<file path="config.mk">
export PLATFORM = sky130hd
export DESIGN_NAME = message_mailbox_fifo_flat
export DESIGN_NICKNAME = d
export VERILOG_FILES = /design/src/hdl/mmf_pkg.sv /design/src/hdl/mmf_if.sv /design/src/hdl/message_mailbox_fifo.sv /design/src/hdl/mmf_regs.sv /design/src/hdl/mmf_ctrl.sv /design/src/hdl/mmf_dp.sv /design/src/flat_wrapper.sv
export SDC_FILE = /design/constraint.sdc
export NUM_CORES = 2
export LEC_CHECK = 0
export ABC_AREA = 0
export BUFFER_PORTS_ARGS = -buffer_cell sky130_fd_sc_hd__buf_2
export CORE_MARGIN = 2
export CORE_UTILIZATION = 60
export DETAILED_ROUTE_END_ITERATION = 7
export PLACE_DENSITY = 0.81
export SLEW_MARGIN = 20
export SYNTH_ARGS = -nofsm -noshare
export SYNTH_HDL_FRONTEND = slang
export SYNTH_SLANG_ARGS = --single-unit
</file>
<file path="constraint.sdc">
create_clock -name i_clk -period 14.6 [get_ports i_clk]
set_input_delay 0 -clock i_clk [delete_from_list [all_inputs] [get_ports i_clk]]
set_output_delay 0 -clock i_clk [all_outputs]
set_load 0.03 [all_outputs]
</file>
<file path="src/hdl/mmf_pkg.sv">
package mmf_pkg;

    localparam int BYTE_W     = 8;
    localparam int LEN_W      = 7;
    localparam int COUNT_W    = 9;
    localparam int CAP_MIN    = 16;
    localparam int BODY_LIMIT = 64;
    localparam int REG_ADDR_W = 4;
    localparam int APB_DATA_W = 32;

    localparam logic [COUNT_W-1:0] CAP_RESET    = 9'd256;
    localparam logic [LEN_W-1:0]   MAXMSG_RESET = 7'd64;

    typedef enum logic [1:0] {
        MODE_SEND_BEGIN = 2'd0,
        MODE_SEND_DATA  = 2'd1,
        MODE_RECEIVE    = 2'd2,
        MODE_PEEK       = 2'd3
    } t_mode;

    typedef enum logic [2:0] {
        ST_OK      = 3'd0,
        ST_INVALID = 3'd1,
        ST_CLOSED  = 3'd2,
        ST_TOO_BIG = 3'd3,
        ST_RETRY   = 3'd4,
        ST_EMPTY   = 3'd5,
        ST_IGNORED = 3'd6
    } t_status;

    typedef struct packed {
        logic                channel_open;
        logic [COUNT_W-1:0]  capacity;
        logic [LEN_W-1:0]    max_message;
    } t_cfg;

    // Commands from the controller to the datapath.
    typedef struct packed {
        logic    latch_in;
        logic    hdr_start;
        logic    hdr_write;
        logic    data_write;
        logic    rd_start;
        logic    rd_step;
        logic    rd_jump;
        logic    cap_len;
        logic    cap_snd;
        logic    cap_flg;
        logic    consume;
        logic    cnt_clr;
        logic    emit_status;
        logic    emit_data;
        logic    rp_load;
        t_status status;
    } t_cmd;

    // Status from the datapath to the controller.
    typedef struct packed {
        t_mode mode;
        logic  pend_active;
        logic  len_zero;
        logic  closed;
        logic  len_too_big;
        logic  no_space;
        logic  maxs_zero;
        logic  no_header;
        logic  body_too_big;
        logic  hdr_last;
        logic  body_last;
        logic  body_empty;
        logic  slot_free;
    } t_stat;

endpackage

</file>
<file path="src/hdl/mmf_if.sv">
interface mmf_in_if;
    import mmf_pkg::*;

    logic                valid;
    logic                ready;
    logic [1:0]          mode;
    logic [BYTE_W-1:0]   length;
    logic [BYTE_W-1:0]   sender_id;
    logic [BYTE_W-1:0]   msg_flags;
    logic [BYTE_W-1:0]   data_byte;
    logic [BYTE_W-1:0]   recv_limit;

    modport source (
        output valid, mode, length, sender_id, msg_flags, data_byte, recv_limit,
        input  ready
    );
    modport sink (
        input  valid, mode, length, sender_id, msg_flags, data_byte, recv_limit,
        output ready
    );
endinterface

interface mmf_out_if;
    import mmf_pkg::*;

    logic                valid;
    logic                ready;
    logic [2:0]          status;
    logic [BYTE_W-1:0]   data_out;
    logic [LEN_W-1:0]    message_length;
    logic [BYTE_W-1:0]   sender_out;
    logic [BYTE_W-1:0]   flags_out;
    logic                last;
    logic                read_ready;
    logic                write_ready;
    logic [COUNT_W-1:0]  used_bytes;

    modport source (
        output valid, status, data_out, message_length, sender_out, flags_out, last,
               read_ready, write_ready, used_bytes,
        input  ready
    );
    modport sink (
        input  valid, status, data_out, message_length, sender_out, flags_out, last,
               read_ready, write_ready, used_bytes,
        output ready
    );
endinterface

</file>
<file path="src/hdl/message_mailbox_fifo.sv">
// Channel  Direction  Handshake              Contents
// i_in     in         valid / ready          mode, length, sender_id, msg_flags,
//                                            data_byte, recv_limit
// o_out    out        valid / ready          status, data_out, message_length,
//                                            sender_out, flags_out, last,
//                                            read_ready, write_ready, used_bytes
// APB      in         psel, penable / pready channel_open 0x0, capacity 0x4,
//                                            max_message 0x8
//
// One request is worked at a time. Send data, an ignored request and a request
// rejected on its first checks go through the check and response states only;
// an admitted send begin also writes the header, one header byte per cycle.
// Receive and peek read the header and then the body; the single registered
// read port of the ring yields one body byte at a time, with a wait state
// between bytes. A receive or peek whose body is over the caller's limit is
// turned away after the header read, before any body byte is delivered.
// Reset is synchronous and active low; it clears pointers, counts and the
// open send, and leaves the ring contents as they are, with no clearing pass.
// A result waits in the output register while o_out.ready is low; the
// controller holds its position and takes the next request only when done.
module message_mailbox_fifo #(
    parameter int BUFFER_BYTES = 256,
    parameter int HEADER_BYTES = 8
) (
    input  logic                              i_clk,
    input  logic                              i_rst_n,
    mmf_in_if.sink                            i_in,
    mmf_out_if.source                         o_out,
    input  logic                              psel,
    input  logic                              penable,
    input  logic                              pwrite,
    input  logic [mmf_pkg::REG_ADDR_W-1:0]    paddr,
    input  logic [mmf_pkg::APB_DATA_W-1:0]    pwdata,
    output logic [mmf_pkg::APB_DATA_W-1:0]    prdata,
    output logic                              pready
);
    import mmf_pkg::*;

    t_cfg  w_cfg;
    t_cmd  w_cmd;
    t_stat w_stat;
    logic  w_flush;
    logic  w_in_ready;

    mmf_regs u_regs (
        .i_clk   (i_clk),
        .i_rst_n (i_rst_n),
        .psel    (psel),
        .penable (penable),
        .pwrite  (pwrite),
        .paddr   (paddr),
        .pwdata  (pwdata),
        .prdata  (prdata),
        .pready  (pready),
        .o_cfg   (w_cfg),
        .o_flush (w_flush)
    );

    mmf_ctrl u_ctrl (
        .i_clk      (i_clk),
        .i_rst_n    (i_rst_n),
        .i_in_valid (i_in.valid),
        .o_in_ready (w_in_ready),
        .i_stat     (w_stat),
        .o_cmd      (w_cmd)
    );

    mmf_dp #(
        .BUFFER_BYTES (BUFFER_BYTES),
        .HEADER_BYTES (HEADER_BYTES)
    ) u_dp (
        .i_clk      (i_clk),
        .i_rst_n    (i_rst_n),
        .i_cfg      (w_cfg),
        .i_flush    (w_flush),
        .i_cmd      (w_cmd),
        .o_stat     (w_stat),
        .i_in_ready (w_in_ready),
        .i_in       (i_in),
        .o_out      (o_out)
    );

endmodule

</file>
<file path="src/hdl/mmf_regs.sv">
module mmf_regs (
    input  logic                              i_clk,
    input  logic                              i_rst_n,
    input  logic                              psel,
    input  logic                              penable,
    input  logic                              pwrite,
    input  logic [mmf_pkg::REG_ADDR_W-1:0]    paddr,
    input  logic [mmf_pkg::APB_DATA_W-1:0]    pwdata,
    output logic [mmf_pkg::APB_DATA_W-1:0]    prdata,
    output logic                              pready,
    output mmf_pkg::t_cfg                     o_cfg,
    output logic                              o_flush
);
    import mmf_pkg::*;

    localparam logic [1:0] REG_CHANNEL_OPEN = 2'd0;
    localparam logic [1:0] REG_CAPACITY     = 2'd1;
    localparam logic [1:0] REG_MAX_MESSAGE  = 2'd2;

    t_cfg       r_cfg;
    logic       w_wr;
    logic [1:0] w_idx;

    assign pready = 1'b1;
    assign w_wr   = psel & penable & pwrite & pready;
    assign w_idx  = paddr[3:2];

    // A capacity write empties the ring in the same cycle.
    assign o_flush = w_wr && (w_idx == REG_CAPACITY);
    assign o_cfg   = r_cfg;

    always_ff @(posedge i_clk) begin
        if (!i_rst_n) begin
            r_cfg.channel_open <= 1'b1;
            r_cfg.capacity     <= CAP_RESET;
            r_cfg.max_message  <= MAXMSG_RESET;
        end else if (w_wr) begin
            case (w_idx)
                REG_CHANNEL_OPEN: r_cfg.channel_open <= pwdata[0];
                REG_CAPACITY:     r_cfg.capacity     <= pwdata[COUNT_W-1:0];
                REG_MAX_MESSAGE:  r_cfg.max_message  <= pwdata[LEN_W-1:0];
                default: begin
                end
            endcase
        end
    end

    always_comb begin
        case (w_idx)
            REG_CHANNEL_OPEN: prdata = APB_DATA_W'(r_cfg.channel_open);
            REG_CAPACITY:     prdata = APB_DATA_W'(r_cfg.capacity);
            REG_MAX_MESSAGE:  prdata = APB_DATA_W'(r_cfg.max_message);
            default:          prdata = '0;
        endcase
    end

endmodule

</file>
<file path="src/hdl/mmf_ctrl.sv">
module mmf_ctrl (
    input  logic           i_clk,
    input  logic           i_rst_n,
    input  logic           i_in_valid,
    output logic           o_in_ready,
    input  mmf_pkg::t_stat i_stat,
    output mmf_pkg::t_cmd  o_cmd
);
    import mmf_pkg::*;

    typedef enum logic [10:0] {
        S_IDLE = 11'b000_0000_0001,
        S_CHK  = 11'b000_0000_0010,
        S_HDRW = 11'b000_0000_0100,
        S_RH0  = 11'b000_0000_1000,
        S_RH1  = 11'b000_0001_0000,
        S_RH2  = 11'b000_0010_0000,
        S_RH3  = 11'b000_0100_0000,
        S_DEC  = 11'b000_1000_0000,
        S_SRD  = 11'b001_0000_0000,
        S_SWT  = 11'b010_0000_0000,
        S_RESP = 11'b100_0000_0000
    } t_state;

    t_state  r_state, n_state;
    t_status r_status, n_status;
    logic    w_consume;

    assign o_in_ready = (r_state == S_IDLE);
    assign w_consume  = (i_stat.mode == MODE_RECEIVE);

    always_ff @(posedge i_clk) begin
        if (!i_rst_n) begin
            r_state  <= S_IDLE;
            r_status <= ST_OK;
        end else begin
            r_state  <= n_state;
            r_status <= n_status;
        end
    end

    always_comb begin
        n_state      = r_state;
        n_status     = r_status;
        o_cmd        = '0;
        o_cmd.status = r_status;
        case (r_state)
            S_IDLE: begin
                if (i_in_valid) begin
                    o_cmd.latch_in = 1'b1;
                    n_state        = S_CHK;
                end
            end
            S_CHK: begin
                n_state = S_RESP;
                case (i_stat.mode)
                    MODE_SEND_BEGIN: begin
                        if (i_stat.pend_active) begin
                            n_status = ST_IGNORED;
                        end else if (i_stat.len_zero) begin
                            n_status = ST_INVALID;
                        end else if (i_stat.closed) begin
                            n_status = ST_CLOSED;
                        end else if (i_stat.len_too_big) begin
                            n_status = ST_TOO_BIG;
                        end else if (i_stat.no_space) begin
                            n_status = ST_RETRY;
                        end else begin
                            o_cmd.hdr_start = 1'b1;
                            n_state         = S_HDRW;
                        end
                    end
                    MODE_SEND_DATA: begin
                        if (!i_stat.pend_active) begin
                            n_status = ST_IGNORED;
                        end else begin
                            o_cmd.data_write = 1'b1;
                            n_status         = ST_OK;
                        end
                    end
                    MODE_RECEIVE, MODE_PEEK: begin
                        if (i_stat.maxs_zero) begin
                            n_status = ST_INVALID;
                        end else if (w_consume && i_stat.closed) begin
                            n_status = ST_CLOSED;
                        end else if (i_stat.no_header) begin
                            n_status = w_consume ? ST_RETRY : ST_EMPTY;
                        end else begin
                            o_cmd.rd_start = 1'b1;
                            n_state        = S_RH0;
                        end
                    end
                    default: n_state = S_IDLE;
                endcase
            end
            S_HDRW: begin
                o_cmd.hdr_write = 1'b1;
                if (i_stat.hdr_last) begin
                    n_status = ST_OK;
                    n_state  = S_RESP;
                end
            end
            // The ring read is registered, so each header byte lands in the cycle after
            // its address; after the sender byte the address jumps to
            // the first body byte.
            S_RH0: begin
                o_cmd.rd_step = 1'b1;
                n_state       = S_RH1;
            end
            S_RH1: begin
                o_cmd.cap_len = 1'b1;
                o_cmd.rd_step = 1'b1;
                n_state       = S_RH2;
            end
            S_RH2: begin
                o_cmd.cap_snd = 1'b1;
                o_cmd.rd_jump = 1'b1;
                n_state       = S_RH3;
            end
            S_RH3: begin
                o_cmd.cap_flg = 1'b1;
                n_state       = S_DEC;
            end
            S_DEC: begin
                if (i_stat.body_too_big) begin
                    n_status = ST_TOO_BIG;
                    n_state  = S_RESP;
                end else begin
                    o_cmd.consume = w_consume;
                    o_cmd.cnt_clr = 1'b1;
                    n_state       = S_SRD;
                end
            end
            S_SRD: begin
                if (i_stat.slot_free) begin
                    o_cmd.emit_data = 1'b1;
                    if (i_stat.body_last) begin
                        o_cmd.rd_step = !i_stat.body_empty;
                        o_cmd.rp_load = w_consume;
                        n_state       = S_IDLE;
                    end else begin
                        o_cmd.rd_step = 1'b1;
                        n_state       = S_SWT;
                    end
                end
            end
            S_SWT: begin
                n_state = S_SRD;
            end
            S_RESP: begin
                if (i_stat.slot_free) begin
                    o_cmd.emit_status = 1'b1;
                    n_state           = S_IDLE;
                end
            end
            default: n_state = S_IDLE;
        endcase
    end

endmodule

</file>
<file path="src/hdl/mmf_dp.sv">
module mmf_dp #(
    parameter int BUFFER_BYTES = 256,
    parameter int HEADER_BYTES = 8
) (
    input  logic           i_clk,
    input  logic           i_rst_n,
    input  mmf_pkg::t_cfg  i_cfg,
    input  logic           i_flush,
    input  mmf_pkg::t_cmd  i_cmd,
    output mmf_pkg::t_stat o_stat,
    input  logic           i_in_ready,
    mmf_in_if.sink         i_in,
    mmf_out_if.source      o_out
);
    import mmf_pkg::*;

    localparam int AW   = $clog2(BUFFER_BYTES);
    localparam int CAPW = (AW + 1 > COUNT_W) ? AW + 1 : COUNT_W;
    localparam int SUMW = CAPW + 1;
    localparam int HW   = $clog2(HEADER_BYTES);

    logic [BYTE_W-1:0] r_mem [BUFFER_BYTES];

    // Latched request.
    t_mode             r_mode;
    logic [BYTE_W-1:0] r_len, r_snd, r_flg, r_dbyte, r_maxs;

    // Ring state.
    logic [AW-1:0]      r_wp, r_rp, r_rd_addr;
    logic [COUNT_W-1:0] r_count;
    logic [LEN_W-1:0]   r_pend_rem, r_pend_len;
    logic [HW-1:0]      r_hidx;
    logic [BYTE_W-1:0]  r_rd_data;

    // Header of the message being delivered.
    logic [LEN_W-1:0]  r_hlen, r_bcnt;
    logic [BYTE_W-1:0] r_hsnd, r_hflg;

    // Output register.
    logic               r_ovalid;
    t_status            r_o_status;
    logic [BYTE_W-1:0]  r_o_data, r_o_snd, r_o_flg;
    logic [LEN_W-1:0]   r_o_len;
    logic               r_o_last, r_o_rr, r_o_wr;
    logic [COUNT_W-1:0] r_o_used;

    logic [CAPW-1:0]    w_cap_raw, w_cap;
    logic [LEN_W-1:0]   w_maxm;
    logic [AW-1:0]      w_wp_inc, w_rd_inc, w_rd_jump, w_rd_next;
    logic [SUMW-1:0]    w_commit_sum, w_total;
    logic [COUNT_W-1:0] w_commit, w_after_read;
    logic [BYTE_W-1:0]  w_hdr_byte;
    logic               w_emit, w_slot_free, w_body_empty, w_body_last;

    function automatic logic [AW-1:0] f_wrap(input logic [SUMW-1:0] pos,
                                             input logic [CAPW-1:0] cap);
        logic [SUMW-1:0] v;
        v = pos;
        if (v >= {1'b0, cap}) begin
            v = v - {1'b0, cap};
        end
        return v[AW-1:0];
    endfunction

    // Capacity in use, held within 16 and the ring size.
    assign w_cap_raw = CAPW'(i_cfg.capacity);
    always_comb begin
        if (w_cap_raw < CAPW'(CAP_MIN)) begin
            w_cap = CAPW'(CAP_MIN);
        end else if (w_cap_raw > CAPW'(BUFFER_BYTES)) begin
            w_cap = CAPW'(BUFFER_BYTES);
        end else begin
            w_cap = w_cap_raw;
        end
    end

    assign w_maxm = (i_cfg.max_message > LEN_W'(BODY_LIMIT)) ? LEN_W'(BODY_LIMIT)
                                                              : i_cfg.max_message;

    assign w_wp_inc  = f_wrap(SUMW'(r_wp) + SUMW'(1), w_cap);
    assign w_rd_inc  = f_wrap(SUMW'(r_rd_addr) + SUMW'(1), w_cap);
    assign w_rd_jump = f_wrap(SUMW'(r_rp) + SUMW'(HEADER_BYTES), w_cap);
    assign w_rd_next = i_cmd.rd_step ? w_rd_inc : r_rd_addr;

    assign w_commit_sum = SUMW'(r_count) + SUMW'(HEADER_BYTES) + SUMW'(r_pend_len);
    assign w_commit     = (w_commit_sum > SUMW'(w_cap)) ? COUNT_W'(w_cap)
                                                        : COUNT_W'(w_commit_sum);
    assign w_total      = SUMW'(HEADER_BYTES) + SUMW'(r_hlen);
    assign w_after_read = (SUMW'(r_count) > w_total) ? COUNT_W'(SUMW'(r_count) - w_total)
                                                     : '0;

    always_comb begin
        case (r_hidx)
            HW'(0):  w_hdr_byte = r_len;
            HW'(1):  w_hdr_byte = r_snd;
            HW'(2):  w_hdr_byte = r_flg;
            default: w_hdr_byte = '0;
        endcase
    end

    assign w_slot_free  = !r_ovalid || o_out.ready;
    assign w_body_empty = (r_hlen == '0);
    assign w_body_last  = w_body_empty || (r_bcnt == (r_hlen - LEN_W'(1)));
    assign w_emit       = i_cmd.emit_status || i_cmd.emit_data;

    always_comb begin
        o_stat.mode         = r_mode;
        o_stat.pend_active  = (r_pend_rem != '0);
        o_stat.len_zero     = (r_len == '0);
        o_stat.closed       = !i_cfg.channel_open;
        o_stat.len_too_big  = (r_len > {1'b0, w_maxm});
        o_stat.no_space     = (SUMW'(r_count) + SUMW'(HEADER_BYTES) + SUMW'(r_len))
                              > SUMW'(w_cap);
        o_stat.maxs_zero    = (r_maxs == '0);
        o_stat.no_header    = (r_count < COUNT_W'(HEADER_BYTES));
        o_stat.body_too_big = ({1'b0, r_hlen} > r_maxs);
        o_stat.hdr_last     = (r_hidx == HW'(HEADER_BYTES - 1));
        o_stat.body_last    = w_body_last;
        o_stat.body_empty   = w_body_empty;
        o_stat.slot_free    = w_slot_free;
    end

    assign i_in.ready = i_in_ready;

    always_ff @(posedge i_clk) begin
        if (i_cmd.latch_in) begin
            r_mode  <= t_mode'(i_in.mode);
            r_len   <= i_in.length;
            r_snd   <= i_in.sender_id;
            r_flg   <= i_in.msg_flags;
            r_dbyte <= i_in.data_byte;
            r_maxs  <= i_in.recv_limit;
        end
    end

    always_ff @(posedge i_clk) begin
        if (!i_rst_n || i_flush) begin
            r_wp       <= '0;
            r_rp       <= '0;
            r_count    <= '0;
            r_pend_rem <= '0;
            r_pend_len <= '0;
        end else begin
            if (i_cmd.hdr_start) begin
                r_pend_rem <= r_len[LEN_W-1:0];
                r_pend_len <= r_len[LEN_W-1:0];
            end
            if (i_cmd.hdr_write || i_cmd.data_write) begin
                r_wp <= w_wp_inc;
            end
            if (i_cmd.data_write) begin
                r_pend_rem <= r_pend_rem - LEN_W'(1);
                // The last body byte commits the whole message.
                if (r_pend_rem == LEN_W'(1)) begin
                    r_count    <= w_commit;
                    r_pend_len <= '0;
                end
            end
            if (i_cmd.consume) begin
                r_count <= w_after_read;
            end
            if (i_cmd.rp_load) begin
                r_rp <= w_rd_next;
            end
        end
    end

    always_ff @(posedge i_clk) begin
        if (!i_rst_n) begin
            r_hidx <= '0;
        end else if (i_cmd.hdr_start) begin
            r_hidx <= '0;
        end else if (i_cmd.hdr_write) begin
            r_hidx <= r_hidx + HW'(1);
        end
    end

    always_ff @(posedge i_clk) begin
        if (i_cmd.hdr_write) begin
            r_mem[r_wp] <= w_hdr_byte;
        end else if (i_cmd.data_write) begin
            r_mem[r_wp] <= r_dbyte;
        end
        r_rd_data <= r_mem[r_rd_addr];
    end

    always_ff @(posedge i_clk) begin
        if (i_cmd.rd_start) begin
            r_rd_addr <= r_rp;
        end else if (i_cmd.rd_jump) begin
            r_rd_addr <= w_rd_jump;
        end else begin
            r_rd_addr <= w_rd_next;
        end
        if (i_cmd.cap_len) begin
            r_hlen <= (r_rd_data > BYTE_W'(BODY_LIMIT)) ? LEN_W'(BODY_LIMIT)
                                                        : r_rd_data[LEN_W-1:0];
        end
        if (i_cmd.cap_snd) begin
            r_hsnd <= r_rd_data;
        end
        if (i_cmd.cap_flg) begin
            r_hflg <= r_rd_data;
        end
        if (i_cmd.cnt_clr) begin
            r_bcnt <= '0;
        end else if (i_cmd.emit_data) begin
            r_bcnt <= r_bcnt + LEN_W'(1);
        end
    end

    always_ff @(posedge i_clk) begin
        if (!i_rst_n) begin
            r_ovalid <= 1'b0;
        end else if (w_emit) begin
            r_ovalid <= 1'b1;
        end else if (o_out.ready) begin
            r_ovalid <= 1'b0;
        end
    end

    always_ff @(posedge i_clk) begin
        if (w_emit) begin
            r_o_rr   <= (r_count >= COUNT_W'(HEADER_BYTES));
            r_o_wr   <= (CAPW'(r_count) < (w_cap >> 1));
            r_o_used <= r_count;
            if (i_cmd.emit_data) begin
                r_o_status <= ST_OK;
                r_o_data   <= w_body_empty ? '0 : r_rd_data;
                r_o_len    <= r_hlen;
                r_o_snd    <= r_hsnd;
                r_o_flg    <= r_hflg;
                r_o_last   <= w_body_last;
            end else begin
                r_o_status <= i_cmd.status;
                r_o_data   <= '0;
                r_o_len    <= '0;
                r_o_snd    <= '0;
                r_o_flg    <= '0;
                r_o_last   <= 1'b1;
            end
        end
    end

    assign o_out.valid          = r_ovalid;
    assign o_out.status         = r_o_status;
    assign o_out.data_out       = r_o_data;
    assign o_out.message_length = r_o_len;
    assign o_out.sender_out     = r_o_snd;
    assign o_out.flags_out      = r_o_flg;
    assign o_out.last           = r_o_last;
    assign o_out.read_ready     = r_o_rr;
    assign o_out.write_ready    = r_o_wr;
    assign o_out.used_bytes     = r_o_used;

    a_count_in_cap: assert property (@(posedge i_clk) disable iff (!i_rst_n)
        CAPW'(r_count) <= w_cap)
        else $error("committed byte count exceeds the capacity in use");

    a_ptrs_in_cap: assert property (@(posedge i_clk) disable iff (!i_rst_n)
        (CAPW'(r_wp) < w_cap) && (CAPW'(r_rp) < w_cap))
        else $error("ring pointer outside the capacity in use");

    a_emit_slot: assert property (@(posedge i_clk) disable iff (!i_rst_n)
        w_emit |-> w_slot_free)
        else $error("result loaded while the output register is still full");

    a_data_pending: assert property (@(posedge i_clk) disable iff (!i_rst_n)
        (i_cmd.data_write || i_cmd.hdr_write) |-> !(i_cmd.emit_data || i_cmd.rd_start))
        else $error("ring write overlaps a delivery");

endmodule

</file>
<file path="src/flat_wrapper.sv">
// flat-port wrapper written by rule: the top's interface ports become plain ports
module message_mailbox_fifo_flat import mmf_pkg::*;
#(
    parameter int BUFFER_BYTES = 256,
    parameter int HEADER_BYTES = 8
)
  (i_clk, i_rst_n, psel, penable, pwrite, paddr, pwdata, prdata, pready, i_in_valid, i_in_mode, i_in_length, i_in_sender_id, i_in_msg_flags, i_in_data_byte, i_in_recv_limit, i_in_ready, o_out_valid, o_out_status, o_out_data_out, o_out_message_length, o_out_sender_out, o_out_flags_out, o_out_last, o_out_read_ready, o_out_write_ready, o_out_used_bytes, o_out_ready);
  mmf_in_if i_in_i ();
  mmf_out_if o_out_i ();
  input  logic i_clk;
  input  logic i_rst_n;
  input  logic psel;
  input  logic penable;
  input  logic pwrite;
  input  logic [mmf_pkg::REG_ADDR_W-1:0] paddr;
  input  logic [mmf_pkg::APB_DATA_W-1:0] pwdata;
  output logic [mmf_pkg::APB_DATA_W-1:0] prdata;
  output logic pready;
  input wire logic [$bits(i_in_i.valid)-1:0] i_in_valid;
  input wire logic [$bits(i_in_i.mode)-1:0] i_in_mode;
  input wire logic [$bits(i_in_i.length)-1:0] i_in_length;
  input wire logic [$bits(i_in_i.sender_id)-1:0] i_in_sender_id;
  input wire logic [$bits(i_in_i.msg_flags)-1:0] i_in_msg_flags;
  input wire logic [$bits(i_in_i.data_byte)-1:0] i_in_data_byte;
  input wire logic [$bits(i_in_i.recv_limit)-1:0] i_in_recv_limit;
  output wire logic [$bits(i_in_i.ready)-1:0] i_in_ready;
  output wire logic [$bits(o_out_i.valid)-1:0] o_out_valid;
  output wire logic [$bits(o_out_i.status)-1:0] o_out_status;
  output wire logic [$bits(o_out_i.data_out)-1:0] o_out_data_out;
  output wire logic [$bits(o_out_i.message_length)-1:0] o_out_message_length;
  output wire logic [$bits(o_out_i.sender_out)-1:0] o_out_sender_out;
  output wire logic [$bits(o_out_i.flags_out)-1:0] o_out_flags_out;
  output wire logic [$bits(o_out_i.last)-1:0] o_out_last;
  output wire logic [$bits(o_out_i.read_ready)-1:0] o_out_read_ready;
  output wire logic [$bits(o_out_i.write_ready)-1:0] o_out_write_ready;
  output wire logic [$bits(o_out_i.used_bytes)-1:0] o_out_used_bytes;
  input wire logic [$bits(o_out_i.ready)-1:0] o_out_ready;
  assign i_in_i.valid = i_in_valid;
  assign i_in_i.mode = i_in_mode;
  assign i_in_i.length = i_in_length;
  assign i_in_i.sender_id = i_in_sender_id;
  assign i_in_i.msg_flags = i_in_msg_flags;
  assign i_in_i.data_byte = i_in_data_byte;
  assign i_in_i.recv_limit = i_in_recv_limit;
  assign i_in_ready = i_in_i.ready;
  assign o_out_valid = o_out_i.valid;
  assign o_out_status = o_out_i.status;
  assign o_out_data_out = o_out_i.data_out;
  assign o_out_message_length = o_out_i.message_length;
  assign o_out_sender_out = o_out_i.sender_out;
  assign o_out_flags_out = o_out_i.flags_out;
  assign o_out_last = o_out_i.last;
  assign o_out_read_ready = o_out_i.read_ready;
  assign o_out_write_ready = o_out_i.write_ready;
  assign o_out_used_bytes = o_out_i.used_bytes;
  assign o_out_i.ready = o_out_ready;
  message_mailbox_fifo #(.BUFFER_BYTES(BUFFER_BYTES), .HEADER_BYTES(HEADER_BYTES)) u_core (.i_clk(i_clk), .i_rst_n(i_rst_n), .i_in(i_in_i), .o_out(o_out_i), .psel(psel), .penable(penable), .pwrite(pwrite), .paddr(paddr), .pwdata(pwdata), .prdata(prdata), .pready(pready));
endmodule
</file>
==> flow_metrics.env <==
export IMPL_netlist_area_sq_um=92800
export IMPL_synth_distinct_cells=88
export IMPL_stdcell_area_sq_um=103000
export IMPL_initial_core_util_pct=60.3
export IMPL_syn_area_per_cell_sq_um=17.5
export IMPL_gp_congestion=0.933
export IMPL_grt_setup_unrepaired="no"
export IMPL_cp_startpoint="u_core.u_dp.r_rd_addr[1]"
export IMPL_timing_rr_end="u_core.u_dp.r_rd_data[5]"
export IMPL_place_area_sq_um=95000
export IMPL_filler_cell_count=9448
export IMPL_tightest_slew_ns=1.49
export IMPL_timing_slew_headroom_pct=0.124
export IMPL_totalWireLength_um=245000
export IMPL_total_power_mw=13.3
export IMPL_period_share_pct=39.6
export IMPL_rr_worst_depth=9
export IMPL_finalCriticalPeriod_ns=5.79
export IMPL_gr_usage_met1_pct=40.6
export IMPL_fin_tns_setup_ns=0
export IMPL_drt_first_pass_iters=8
export IMPL_drt_iter0_drc=8342
export IMPL_finalHoldViolCount=0
export IMPL_cts_tree="yes"
export IMPL_wl_per_cell_um=31.5
export IMPL_die_w_um=397
export IMPL_grt_pass1_vias=52400
export IMPL_numCtsBuffers=213
export IMPL_top_usage_layer="met2"
export IMPL_seq_area_frac_synth_pct=71.9
export IMPL_ioPinCount=166
export IMPL_synth_seq_cells=2256
export IMPL_multi_input_area_sq_um=24100
export IMPL_status="complete, but fails checks"
export IMPL_core_region_area_sq_um=154000
export IMPL_r2r_start="u_core.u_dp.r_rd_addr[1]"
export IMPL_overflow=0
export IMPL_drive_above_1_share_pct=16.7
export IMPL_die_area_sq_um=158000
export IMPL_setup_viol=0
export IMPL_synth_cells=5290
export IMPL_crit_path_end_kind="register"
export IMPL_track_usage_pct=31.0
export IMPL_grt_first_pass_wirelength_um=355000
export IMPL_r2r_setup_slack_ns=8.81
export IMPL_ys_async_sr_fraction_pct=0
export IMPL_io_buffers=116
export IMPL_seq_area_sq_um=66800
export IMPL_grt_max_degree=140
export IMPL_fin_worst_skew_ns=0.0420
export IMPL_clkTransAtPathRegs_ns=0.06
export IMPL_vdd_drop_max_mv=0.124
export IMPL_leakagePower_nw=35.0
export IMPL_path_class="reg2reg"
export IMPL_layout_commonest_cell="edfxtp_1"
export IMPL_arrival_ns=6.46
export IMPL_whs_path_depth=4
export IMPL_start_kind="register"
export IMPL_worstPathRequired_ns=15.27
export IMPL_nNetsFinal=5745
export IMPL_grt_antenna_before_repair=10
export IMPL_synth_flop_cell="edfxtp_1"
export IMPL_clkSinkCount=2256
export IMPL_avgViaCountPerCell=6.89
export IMPL_area_growth_pct=11.4
export IMPL_fin_util_pct=67.2
export IMPL_synth_edf_count=2159
export IMPL_drt_antenna_violating_nets=0
export IMPL_dp_hpwl_um=141000
export IMPL_hp_class="in2reg"
export IMPL_grt_use_met3_pct=8.62
export IMPL_holdBufCountCts=133
export IMPL_use_met2_pct=48.1
export IMPL_violations="design-rule violations, max-capacitance violations"
export IMPL_clk_latency_ns=0.87
export IMPL_clock_root_buffer="clkbuf_16"
export IMPL_rows=144
export IMPL_vias=53600
export IMPL_hold_end="u_core.u_dp.o_out.valid"
export IMPL_clock_path_buffers=3
export IMPL_max_freq_mhz=173
export IMPL_final_cell_mix="edfxtp_1 (2159), nor2_1 (394), mux2i_1 (376)"
export IMPL_hold_start="o_out_ready"
export IMPL_drc=1
export IMPL_critPathMaxFanout=85
export IMPL_yosysWarnings=0
export IMPL_cts_post_setup_buffers_inserted=0
export IMPL_post_cts_resized=0
export IMPL_h_tree_depth=4
export IMPL_max_cap_violations=1
export IMPL_power_per_cell_area_nw_per_um2=128
export IMPL_die_h_um=397
export IMPL_drv_slew=0
cell type report:
cell class,count,share of cell area (%)
multi-input cells,2679,23.4
clock buffers,251,5.32
flip-flops and latches,2256,64.6
well taps,2044,2.47
diodes,5,0.0121
inverters,63,0.235
repair buffers,330,2.54
clock inverters,149,1.45
cells by family after synthesis:
group | share of synthesized area, %
DFF | 71.9
and+or+nand+nor | 5.27
muxes | 13.0
AOI/OAI and AO/OA | 5.20
buffers and inverters | 2.29
adders and majority gates | 1.63
xor gates and xnor gates | 0.689
other | 0.00809
worst max path at each step:
| stage | end | depth (start not counted) |
|---|---|---|
| floorplan | u_core.u_dp.o_out.data_out[0] | 4 |
| global placement | u_core.u_dp.r_rd_data[1] | 9 |
| detailed placement | u_core.u_dp.r_rd_data[1] | 9 |
| CTS | u_core.u_dp.r_rd_data[1] | 9 |
| global route | u_core.u_dp.r_rd_data[1] | 9 |
| finish | u_core.u_dp.r_rd_data[5] | 9 |
through the flow:
stage,worst slack (ns),hold slack (ns),cells
5_1_grt,8.67,0.206,7773
3_3_place_gp,8.87,0.178,7238
4_1_cts,8.83,0.121,7771
6_report,8.81,0.186,7777
2_1_floorplan,8.66,0.0989,5312
3_5_place_dp,8.89,0.179,7238
where the power goes:
group          internal [mW]  switching (mW)  leakage, nW
Combinational          0.146           0.348         11.5
Clock                   3.14            2.43         3.41
Sequential              7.16          0.0287         20.1
Total                   10.4            2.81         35.0
per-layer routing:
layer | wire [um] | up-vias
li1 | - | 21900
met4 | 14000 | 8
met1 | 83900 | 26800
met5 | 61 | -
met2 | 115000 | 4109
met3 | 32000 | 804
synth_stat cells (all sizes together) (20+ instances only):
master,instances,share of area (%)
o221ai,134,1.3
ha,111,1.5
a21oi,151,0.81
mux2i,376,4.1
nor3,128,0.72
nand3,61,0.42
o22ai,77,0.52
inv,62,0.25
nand4,28,0.19
and2,33,0.22
nor2,395,1.6
dfxtp,97,2.1
xnor2,38,0.36
and3,40,0.27
nor2b,36,0.24
mux4,357,8.7
nand2,173,0.70
a211oi,27,0.22
o21a,20,0.16
mux2,22,0.27
nor4,45,0.33
edfxtp,2159,70
xor2,35,0.33
clkbuf,131,0.54
o21ai,93,0.50
a22oi,21,0.17
buf,183,1.5
a21o,25,0.20
critical path, stage by stage (launching register included):
cell       delay [ns]
dfxtp_4          0.81
buf_12           0.44
buf_4            0.68
buf_4            0.74
buf_4            0.78
mux4_2           0.48
mux4_2           0.51
mux2_2           0.39
a2111oi_0        0.51
nor4_1           0.11
registers in the layout, summed over array words and instances (netlist names), 8 cells and up:
| register | count |
|---|---|
| u_core.u_dp.r_count | 9 |
| u_core.u_dp.r_rd_data | 8 |
| u_core.u_regs.o_cfg | 17 |
| u_core.u_dp.o_out.used_bytes | 9 |
| u_core.u_dp.r_snd | 8 |
| u_core.u_dp.r_wp | 8 |
| u_core.u_dp.o_out.sender_out | 8 |
| u_core.u_dp.r_rd_addr | 8 |
| u_core.u_dp.r_mem | 2048 |
| u_core.u_dp.r_dbyte | 8 |
| u_core.u_dp.o_out.data_out | 8 |
| u_core.u_ctrl.r_state | 11 |
| u_core.u_dp.r_hflg | 8 |
| u_core.u_dp.r_flg | 8 |
| u_core.u_dp.o_out.flags_out | 8 |
| u_core.u_dp.r_len | 8 |
| u_core.u_dp.r_hsnd | 8 |
| u_core.u_dp.r_rp | 8 |
| u_core.u_dp.r_maxs | 8 |
(Power assumes the default switching activity.)
